File: src/cfsd_pkg.sv
// ----------------------------------------------------------------------------
// cfsd_pkg
// Widths, register codes and inter-stage types of the spring-dashpot contact
// force pipeline.
// ----------------------------------------------------------------------------
package cfsd_pkg;

  localparam int unsigned PosW      = 32;
  localparam int unsigned DiffW     = PosW + 1;
  localparam int unsigned RadW      = 24;
  localparam int unsigned RsW       = RadW + 1;
  localparam int unsigned GainW     = 32;
  localparam int unsigned GainFrac  = 16;
  localparam int unsigned SqW       = 2 * RsW;
  localparam int unsigned SumSqW    = SqW + 1;
  localparam int unsigned RadicandW = SumSqW + 1;
  localparam int unsigned RootW     = RadicandW / 2;
  localparam int unsigned SqRemW    = RootW + 3;
  localparam int unsigned AW        = RsW + GainW;
  localparam int unsigned ALoW      = 32;
  localparam int unsigned AHiW      = AW - ALoW;
  localparam int unsigned ProdW     = AW + RsW;
  localparam int unsigned QuotW     = AW;
  localparam int unsigned DampPW    = DiffW + GainFrac;
  localparam int unsigned DampW     = DampPW + 2;
  localparam int unsigned ForceW    = 48;
  localparam int unsigned SumW      = DampW + 1;
  localparam int unsigned DataW     = 32;
  localparam int unsigned AddrW     = 3;

  typedef enum logic {
    RegStiffness = 1'b0,
    RegDamping   = 1'b1
  } reg_idx_e;

  // Side data that rides along with the square root.
  typedef struct packed {
    logic                    dx_neg;
    logic                    dy_neg;
    logic                    early;
    logic [RsW-1:0]          adx;
    logic [RsW-1:0]          ady;
    logic [RsW-1:0]          rs;
    logic [DampW-1:0]        damp_x;
    logic [DampW-1:0]        damp_y;
  } sq_side_t;

  // Side data that rides along with the divider.
  typedef struct packed {
    logic                    dx_neg;
    logic                    dy_neg;
    logic                    contact;
    logic                    degen;
    logic [DampW-1:0]        damp_x;
    logic [DampW-1:0]        damp_y;
  } div_side_t;

endpackage

File: src/cfsd_out.sv
// ----------------------------------------------------------------------------
// cfsd_out
// Final force sum with saturation, output register and skid register.
// ----------------------------------------------------------------------------
module cfsd_out (
  input  logic                             clk_i,
  input  logic                             rst_ni,
  input  logic                             valid_i,
  input  logic [cfsd_pkg::QuotW-1:0]       qx_i,
  input  logic [cfsd_pkg::QuotW-1:0]       qy_i,
  input  cfsd_pkg::div_side_t              side_i,
  input  logic                             out_stall_i,
  output logic                             en_o,
  output logic                             out_valid_o,
  output logic [cfsd_pkg::ForceW-1:0]      force_x_o,
  output logic [cfsd_pkg::ForceW-1:0]      force_y_o,
  output logic                             in_contact_o,
  output logic                             degenerate_o
);

  localparam int unsigned MW = cfsd_pkg::QuotW - cfsd_pkg::GainFrac;

  typedef struct packed {
    logic [cfsd_pkg::ForceW-1:0] force_x;
    logic [cfsd_pkg::ForceW-1:0] force_y;
    logic                        contact;
    logic                        degen;
  } result_t;

  function automatic logic [cfsd_pkg::ForceW-1:0] axis_force(
    input logic [MW-1:0]               m,
    input logic                        d_neg,
    input logic [cfsd_pkg::DampW-1:0]  damp
  );
    logic [cfsd_pkg::SumW-1:0] ms;
    logic [cfsd_pkg::SumW-1:0] spring;
    logic [cfsd_pkg::SumW-1:0] sum;
    logic [cfsd_pkg::ForceW-1:0] res;
    ms     = {{(cfsd_pkg::SumW-MW){1'b0}}, m};
    // The spring pushes i away from j, against the sign of the offset.
    spring = d_neg ? ms : -ms;
    sum    = spring + {{(cfsd_pkg::SumW-cfsd_pkg::DampW){damp[cfsd_pkg::DampW-1]}}, damp};
    if (sum[cfsd_pkg::SumW-1:cfsd_pkg::ForceW-1] == '0 ||
        sum[cfsd_pkg::SumW-1:cfsd_pkg::ForceW-1] == '1) begin
      res = sum[cfsd_pkg::ForceW-1:0];
    end else if (sum[cfsd_pkg::SumW-1]) begin
      res = {1'b1, {(cfsd_pkg::ForceW-1){1'b0}}};
    end else begin
      res = {1'b0, {(cfsd_pkg::ForceW-1){1'b1}}};
    end
    return res;
  endfunction

  result_t res_c;
  result_t out_q, skid_q;
  logic    out_valid_q, skid_valid_q;
  logic    take;

  always_comb begin
    res_c.contact = side_i.contact;
    res_c.degen   = side_i.degen;
    res_c.force_x = '0;
    res_c.force_y = '0;
    if (side_i.contact) begin
      res_c.force_x = axis_force(qx_i[cfsd_pkg::QuotW-1:cfsd_pkg::GainFrac], side_i.dx_neg,
                                 side_i.damp_x);
      res_c.force_y = axis_force(qy_i[cfsd_pkg::QuotW-1:cfsd_pkg::GainFrac], side_i.dy_neg,
                                 side_i.damp_y);
    end
  end

  assign take = out_valid_q & ~out_stall_i;
  assign en_o = ~skid_valid_q;

  always_ff @(posedge clk_i or negedge rst_ni) begin
    if (!rst_ni) begin
      out_valid_q  <= 1'b0;
      skid_valid_q <= 1'b0;
    end else if (!skid_valid_q) begin
      if (!out_valid_q || take) begin
        out_valid_q <= valid_i;
      end else begin
        skid_valid_q <= valid_i;
      end
    end else if (take) begin
      out_valid_q  <= 1'b1;
      skid_valid_q <= 1'b0;
    end
  end

  always_ff @(posedge clk_i) begin
    if (!skid_valid_q) begin
      if (!out_valid_q || take) begin
        out_q <= res_c;
      end else begin
        skid_q <= res_c;
      end
    end else if (take) begin
      out_q <= skid_q;
    end
  end

  assign out_valid_o  = out_valid_q;
  assign force_x_o    = out_q.force_x;
  assign force_y_o    = out_q.force_y;
  assign in_contact_o = out_q.contact;
  assign degenerate_o = out_q.degen;

endmodule

File: config.mk
export PLATFORM = sky130hd
export DESIGN_NAME = cfsd_out
export DESIGN_NICKNAME = d
export VERILOG_FILES = /design/src/cfsd_pkg.sv /design/src/cfsd_out.sv
export SDC_FILE = /design/constraint.sdc
export NUM_CORES = 1
export LEC_CHECK = 0
export ABC_AREA = 0
export BUFFER_PORTS_ARGS = -buffer_cell sky130_fd_sc_hd__buf_2
export CORE_MARGIN = 3
export CORE_UTILIZATION = 57
export DETAILED_ROUTE_END_ITERATION = 16
export PLACE_DENSITY_LB_ADDON = 0.2
export SYNTH_ARGS = -nofsm -noshare
export SYNTH_HDL_FRONTEND = slang
export SYNTH_SLANG_ARGS = --single-unit
File: constraint.sdc
create_clock -name clk_i -period 7.84 [get_ports clk_i]
set_input_delay 1.568 -clock clk_i [delete_from_list [all_inputs] [get_ports clk_i]]
set_output_delay 1.568 -clock clk_i [all_outputs]
set_load 0.03 [all_outputs]
# After elaboration in Yosys (flattened, before gate mapping)
# Cells that the tools add are included.
[word_totals] register_bits=198 output_inout_bits=100 elab_cells=46
[classes] n_addsub=4 n_eq_ne=3 muxes=16 bitwise=4 n_reduce_logical=9
[ops] operator="$mux W98" n=3
[ops] operator="$mux W48" n=4
[ops] operator="$add A52 B52 Y52" n=2
[ops] operator="$mux W52" n=2
[ops] operator="$neg A41 Y52" n=2
[ops] operator="$mux W96" n=1
[ops] operator="$eq A5 B5 Y1 const B" n=2
[ops] operator="$logic_not A5 Y1" n=2
[ops] operator="$mux W1" n=6
[ops] operator="$reduce_and A2 Y1" n=2
[ops] operator="$logic_or A1 B1 Y1" n=3
[ops] operator="$not A1 Y1" n=3
[ops] operator="$ne A2 B1 Y1 const B" n=1
[ops] operator="$reduce_bool A2 Y1" n=1
[ops] operator="$and A1 B1 Y1" n=1
[ops] operator="$logic_not A1 Y1" n=1

# Longest topological paths before layout
# Gate-level depths: netlist (run 1).
[depth] depth_word=9 depth_mapped=27 depth_no_buf=23

# Worst setup path after synthesis (run 1)
# OpenSTA, ideal clock, no wires.
[synth_timing] path_kind="input-to-reg" startpoint="input port out_stall_i" endpoint="register out_q (netlist bit degenerate_o), enable pin" setup_time_ns=0.598 t_arrival_ns=6.591 required_time_ns=7.242 path_slack_ns=0.650 path_stages=1 n_path_buf=0 cell_sequence="mux2i_1"
[synth_via] elab_chain_len=5 elab_cells_between_ends=6
[synth_rtl] item="start, declared" line="cfsd_out.sv:12" rtl="input logic out_stall_i,"
[synth_rtl] item="$not A1 Y1 *" line="cfsd_out.sv:72" rtl="assign take = out_valid_q & ~out_stall_i;"
[synth_rtl] item="$and A1 B1 Y1 *" line="cfsd_out.sv:72"
[synth_rtl] item="$logic_or A1 B1 Y1" line="cfsd_out.sv:93" rtl="if (!out_valid_q || take) begin"
[synth_rtl] item="$reduce_bool A2 Y1 (no source line)"
[synth_rtl] item="$reduce_and A2 Y1 (no source line) *"
[synth_rtl] item="end signal, assigned" line="cfsd_out.sv:94" rtl="out_q <= res_c;"
[synth_rtl] item="end signal, assigned" line="cfsd_out.sv:99" rtl="out_q <= skid_q;"
[synth_rtl] item="end, declared" line="cfsd_out.sv:55" rtl="result_t out_q, skid_q;"
# Mark *: on every way between the ends. The rest lies on a longest branch, timed or not.
# A chain may end at the register's enable or synchronous reset.

==> results of run 1 <==
-- worst reg2reg max path, cell delays in order (launching register included) --
cell     delay (ns)
dfrtp_4        0.58
inv_1          0.21
and3_4         0.58
buf_4          0.79
-- placed cells by master (no fill, tap or decap), drive strengths merged, types with 58 or more instances in the layout --
cell      n
buf     338
a21oi   291
nand2   234
edfxtp  196
nor2    163
ha      108
xor2    105
o21ai    85
xnor2    71
inv      64
nand3    63
o21bai   58
-- state kept, by name, summed over array words and instances (netlist names) --
name          count
skid_q           98
force_x_o        48
force_y_o        48
degenerate_o      1
in_contact_o      1
out_valid_o       1
skid_valid_q      1
-- per-layer routing --
layer | routed length [µm] | vias up
li1 | - | 7494
met1 | 20400 | 7040
met2 | 21600 | 590
met3 | 2770 | 71
met4 | 1170 | 0
met5 | 0 | -
-- cell families (layout without fill, tap and decap cells) --
| group | Yosys count | in the layout | synth area share |
|---|---|---|---|
| buffers and inverters | 156 | 426 | 0.0422 |
| adder cells (fa/ha/maj) | 110 | 110 | 0.0840 |
| XOR/XNOR | 176 | 176 | 0.0945 |
| AND/OR/NAND/NOR | 614 | 614 | 0.172 |
| flip-flops | 198 | 198 | 0.359 |
| AO/OA/AOI/OAI | 636 | 636 | 0.244 |
| multiplexers | 7 | 7 | 0.00521 |
-- worst paths after layout --
kind / start / endpoint / slack [ns]
setup / recovery: qy_i[21] / skid_q[19] / 0.75
hold / removal: skid_q[49] / force_y_o[47] / 0.53
setup reg to reg: skid_valid_q / skid_q[38] / 5.25
hold reg to reg: skid_q[49] / force_y_o[47] / 0.53
max in group asynchronous: rst_ni / skid_valid_q / 6.83
min in group asynchronous: rst_ni / skid_valid_q / 0.90
-- layout make-up --
cell class / count / share of cell area
sequential: 198 / 0.311
timing repair buffer: 338 / 0.0987
multi-input combinational: 1543 / 0.522
inverter: 56 / 0.0110
clock inverter: 15 / 0.0103
clock buffer: 17 / 0.0223
tap: 378 / 0.0248
-- power by group through the flow --
stage / clock (mW) / sequential [mW] / combinational (mW)
3_5_place_dp: 0 / 1.58 / 1.97
2_1_floorplan: 0 / 1.88 / 1.11
4_1_cts: 0.912 / 1.56 / 1.98
5_1_grt: 0.957 / 1.58 / 2.17
3_3_place_gp: 0 / 1.58 / 1.94
6_report: 0.901 / 1.56 / 1.99
==> impl_metrics.csv, run 1 <==
group,metric,value,unit
yosys,synth_area_leader_cell,"edfxtp_1",
yosys,syn_area,16600,µm²
run,cap_viol_max_count,0,
status,status,"complete, no violations",
die,io_pins,324,
sta,slew_headroom,0.258,
layout,final_cells,2545,
global_routing,grt_pass1_vias,14200,
layout,drive_above_1_share,0.200,
die,fp.dieH,176,µm
sta,hold_viol,0,
sta,max_freq,0.141,GHz
global_routing,use_met3,0.0299,
setup_path,path_buf_inv,3,
sta,finalCritPeriodShare,0.904,
power,p_comb_frac,0.448,
clock_network,cts_root_buffer,"clkbuf_16",
power,p_per_area,233,nW/µm²
power,p_seq_frac,0.350,
power,clockPowerShare,0.202,
detailed_routing,routed_wl,45.9,mm
layout,nets,2488,
placement,hpwlAfterDp,35.2,mm
global_routing,grt_pass1_wl,72.4,mm
hold_path,holdCritPathClass,"register to register",
setup_path,critPathTopFamily,"simple AND/OR/NAND/NOR gates",
setup_path,crit_path_top_delay_cell,"or4_4",
setup_path,reg2reg_depth,3,
global_routing,grt_start_max_net_pins,90,
power,power_switching,1.87,mW
layout,multiInputGateArea,9950,µm²
detailed_routing,drtAntennaViolNets,0,
detailed_routing,wl_per_cell,18.0,µm
setup_path,worstSetupEndpointType,"register",
die,die_area,31100,µm²
clock_network,cts_resized,0,
yosys,ys_types,85,
global_routing,grt.overflow.total,0,
power,finalPower,4.45,mW
detailed_routing,drt_pass1_iterations,5,
global_routing,use_met2,0.478,
layout,post-route-util,0.676,
placement,placed_area,18500,µm²
sta,clock_skew,0.0112,ns
clock_network,cts_tree,"built",
die,placementRows,61,
yosys,synth_nets,2231,
yosys,avgSynthCellArea,8.73,µm²
detailed_routing,drc,0,
sta,finalSetupViolations,0,
die,core,28200,µm²
detailed_routing,drt-initial-drc-count,1145,
global_routing,grt_busiest_layer,"met2",
clock_network,cts_buffers,17,
setup_path,crit_type,"input port to register",
global_routing,antenna_found_initial,0,
die,die_width,176,µm
sta,finalCriticalPeriod,7.09,ns
power,ir_drop,0.000129,V
global_routing,use_met1,0.394,
setup_path,required,8.00,ns
yosys,async_reset_ff_frac,0.0101,
placement,io_buffers,291,
global_routing,track_usage,0.286,
power,p_leak,8.22,nW
yosys,synthCells,1897,
setup_path,worstPathArrival,7.25,ns
clock_network,clk_pin_slew_worst_paths,0.08,ns
placement,dp_slack,0.369,ns
yosys,synth_warnings,0,
yosys,ys_ff_latch,198,
setup_path,path_common_cell,"a21oi_1",
setup_path,critPathLaunchType,"input port",
yosys,netlist.area_leader.share,0.356,
yosys,synth_common_cells,"267 x a21oi_1, 233 x nand2_1, 196 x edfxtp_1",
hold_path,hold_depth,2,
clock_network,hold_buffers,0,
layout,diodes,0,
clock_network,post_cts_buffers,0,
yosys,synthFlopType,"edfxtp_1",
layout,final_area,19100,µm²
power,swShare,0.421,
die,initial_core_util,0.586,
clock_network,clock_latency,0.44,ns
detailed_routing,route.vias.total,15200,
clock_network,cts_max_level,4,
sta,slew_violations,0,
sta,setup_slack,0.752,ns
layout,areaGrowthSynthToFinish,15.3,%
clock_network,cts.sinks,198,
sta,worst_slew_pin_slew,1.11,ns
placement,globalplace.congestion,0.962,
setup_path,path_max_fanout,13,
detailed_routing,viasPerCell,5.97,
layout,nFillCells,2416,
yosys,synth.most_common_cell,"a21oi_1",
sta,holdWs,0.531,ns
sta,final.setup.tns,0,ns
yosys,synth_seq_area_share,0.359,
placement,place_inst,2513,
setup_path,max_stage_delay,0.55,ns
yosys,synth_enable_flop_cells,196,
setup_path,cp.depth,26,
sta,rsz0062_at_grt,"no",
power,internal_power,2.58,mW
yosys,synth.top_cells.by_area,"edfxtp_1 36%, ha_1 8.2%, a21oi_1 8.1%",
layout,regArea,5940,µm²
clock_network,cts_buffer_depth,2,
No activity file was read; power rests on OpenSTA's default activity.
==> run 2, diff against run 1 <==
- CELL_PAD_IN_SITES_DETAIL_PLACEMENT: unset -> 0
- CELL_PAD_IN_SITES_GLOBAL_PLACEMENT: unset -> 1
- CORE_UTILIZATION: 57 -> 43
- MAX_ROUTING_LAYER: unset -> met4
==> impl_metrics.csv, run 2 (synthesis gave the netlist of run 1 again) <==
group,metric,value,unit
run,cap_viol_max_count,0,
layout,final_cell_mix,"291 x buf_2, 267 x a21oi_1, 232 x nand2_1, 196 x edfxtp_1, 159 x nor2_1",
clock_network,post_cts_buffers,0,
global_routing,antenna_found_initial,0,
placement,placed_area,18600,µm²
power,swShare,0.416,
placement,globalplace.congestion,0.901,
clock_network,cts_buffers,17,
setup_path,required,7.99,ns
power,finalPower,4.44,mW
layout,largest_register_ffs,98,
sta,max_freq,0.143,GHz
sta,final.setup.tns,0,ns
clock_network,clk_pin_slew_worst_paths,0.07,ns
layout,top_register,"skid_q",
placement,io_buffers,291,
clock_network,cts.sinks,198,
power,internal_power,2.59,mW
sta,finalCritPeriodShare,0.890,
layout,post-route-util,0.508,
layout,diodes,0,
power,p_seq_frac,0.353,
clock_network,cts_root_buffer,"clkbuf_16",
global_routing,grt_busiest_layer,"met2",
setup_path,worstSetupEndpointType,"register",
clock_network,cts_tree,"built",
layout,final_area,19200,µm²
hold_path,holdCritPathClass,"register to register",
global_routing,grt_pass1_vias,14200,
sta,clock_skew,0.00719,ns
die,initial_core_util,0.437,
die,die_width,202,µm
power,p_leak,8.19,nW
global_routing,grt.overflow.total,0,
global_routing,track_usage,0.237,
clock_network,cts_buffer_depth,2,
global_routing,use_met1,0.332,
setup_path,r2r-start,"skid_valid_q",
clock_network,cts_resized,0,
layout,areaGrowthSynthToFinish,16.0,%
status,status,"complete, no violations",
setup_path,crit_type,"input port to register",
setup_path,worstPathArrival,7.13,ns
die,io_pins,324,
detailed_routing,drt-initial-drc-count,796,
sta,worst_slew_pin_slew,1.09,ns
die,core,37800,µm²
die,placementRows,71,
global_routing,grt_start_max_net_pins,90,
hold_path,hold_path_end,"in_contact_o",
sta,hold_viol,0,
layout,final_common_cell,"buf_2",
setup_path,regToRegSetupSlack,5.23,ns
die,die_area,40900,µm²
sta,slew_headroom,0.272,
detailed_routing,routed_wl,48.7,mm
detailed_routing,drt_pass1_iterations,5,
detailed_routing,viasPerCell,5.58,
detailed_routing,drc,0,
power,ir_drop,0.000142,V
sta,slew_violations,0,
setup_path,timing.rr.end,"force_y_o[19]",
global_routing,grt_pass1_wl,76.3,mm
hold_path,hold_depth,2,
die,fp.dieH,202,µm
global_routing,use_met3,0.0169,
layout,nets,2489,
setup_path,reg2reg_depth,2,
detailed_routing,wl_per_cell,18.2,µm
power,clockPowerShare,0.193,
detailed_routing,drtAntennaViolNets,0,
layout,drive_above_1_share,0.200,
sta,finalSetupViolations,0,
hold_path,min_from,"skid_q[1]",
power,p_per_area,231,nW/µm²
sta,finalCriticalPeriod,6.98,ns
clock_network,cts_max_level,4,
setup_path,path_max_fanout,47,
sta,rsz0062_at_grt,"no",
power,p_comb_frac,0.455,
clock_network,hold_buffers,0,
setup_path,critPathLaunchType,"input port",
detailed_routing,route.vias.total,14900,
global_routing,use_met2,0.372,
placement,hpwlAfterDp,38.1,mm
clock_network,clock_latency,0.43,ns
power,power_switching,1.85,mW
run 2: worst max-delay path by stage:
stage,from,to,depth (start not counted)
final,qy_i[21],skid_q[20],26
after global routing,qy_i[21],skid_q[2],26
after global placement,qx_i[31],skid_q[96],22
after detailed placement,qx_i[31],skid_q[96],22
after CTS,qx_i[31],skid_q[96],22
after floorplan,out_stall_i,degenerate_o,1
run 2: critical path, cell delays in order:
cell and delay (ns):
buf_2 0.12, nor4_2 0.37, and2_1 0.20, nand3b_1 0.14
nor3b_1 0.29, nand2b_1 0.17, nor3_1 0.21, buf_4 0.16
and2_1 0.14, nand2_1 0.11, nor3_1 0.19, nor2_1 0.07
xor2_1 0.15, ha_1 0.29, a21oi_1 0.13, o21ai_0 0.13
a221oi_1 0.42, a21oi_1 0.18, nor3b_1 0.28, a21oi_1 0.12
a21o_1 0.19, a31oi_1 0.44, o31ai_1 0.24, nand2_2 0.11
buf_4 0.55, a21oi_1 0.12
run 2: area by class of cell:
cell class | count | area (µm²)
fill | 3708 | 18600
multi-input combinational | 1543 | 9950
sequential | 198 | 5940
timing repair buffer | 339 | 1900
tap | 511 | 639
clock buffer | 17 | 425
inverter | 56 | 210
clock inverter | 15 | 143
run 2: power by group through the flow:
| stage | Clock [mW] | Combinational, mW | Sequential [mW] |
|---|---|---|---|
| after floorplan | 0 | 1.11 | 1.88 |
| after global placement | 0 | 2.00 | 1.59 |
| after detailed placement | 0 | 2.01 | 1.59 |
| after CTS | 0.873 | 2.02 | 1.57 |
| after global routing | 0.909 | 2.20 | 1.58 |
| final | 0.856 | 2.02 | 1.56 |
run 2: per-stage QoR:
stage	hold slack, ns	instances	setup WS, ns
final	0.529	2679	0.860
after global routing	0.547	2679	0.0963
after CTS	0.530	2679	0.796
after detailed placement	0.512	2647	0.366
after global placement	0.509	2647	0.388
after floorplan	0.496	1897	0.650
run 2: metal layers:
metal	part of all wire	wire, µm
met2	0.45	22100
met3	0.042	2070
met1	0.48	23200
met5	0	0
met4	0.026	1250
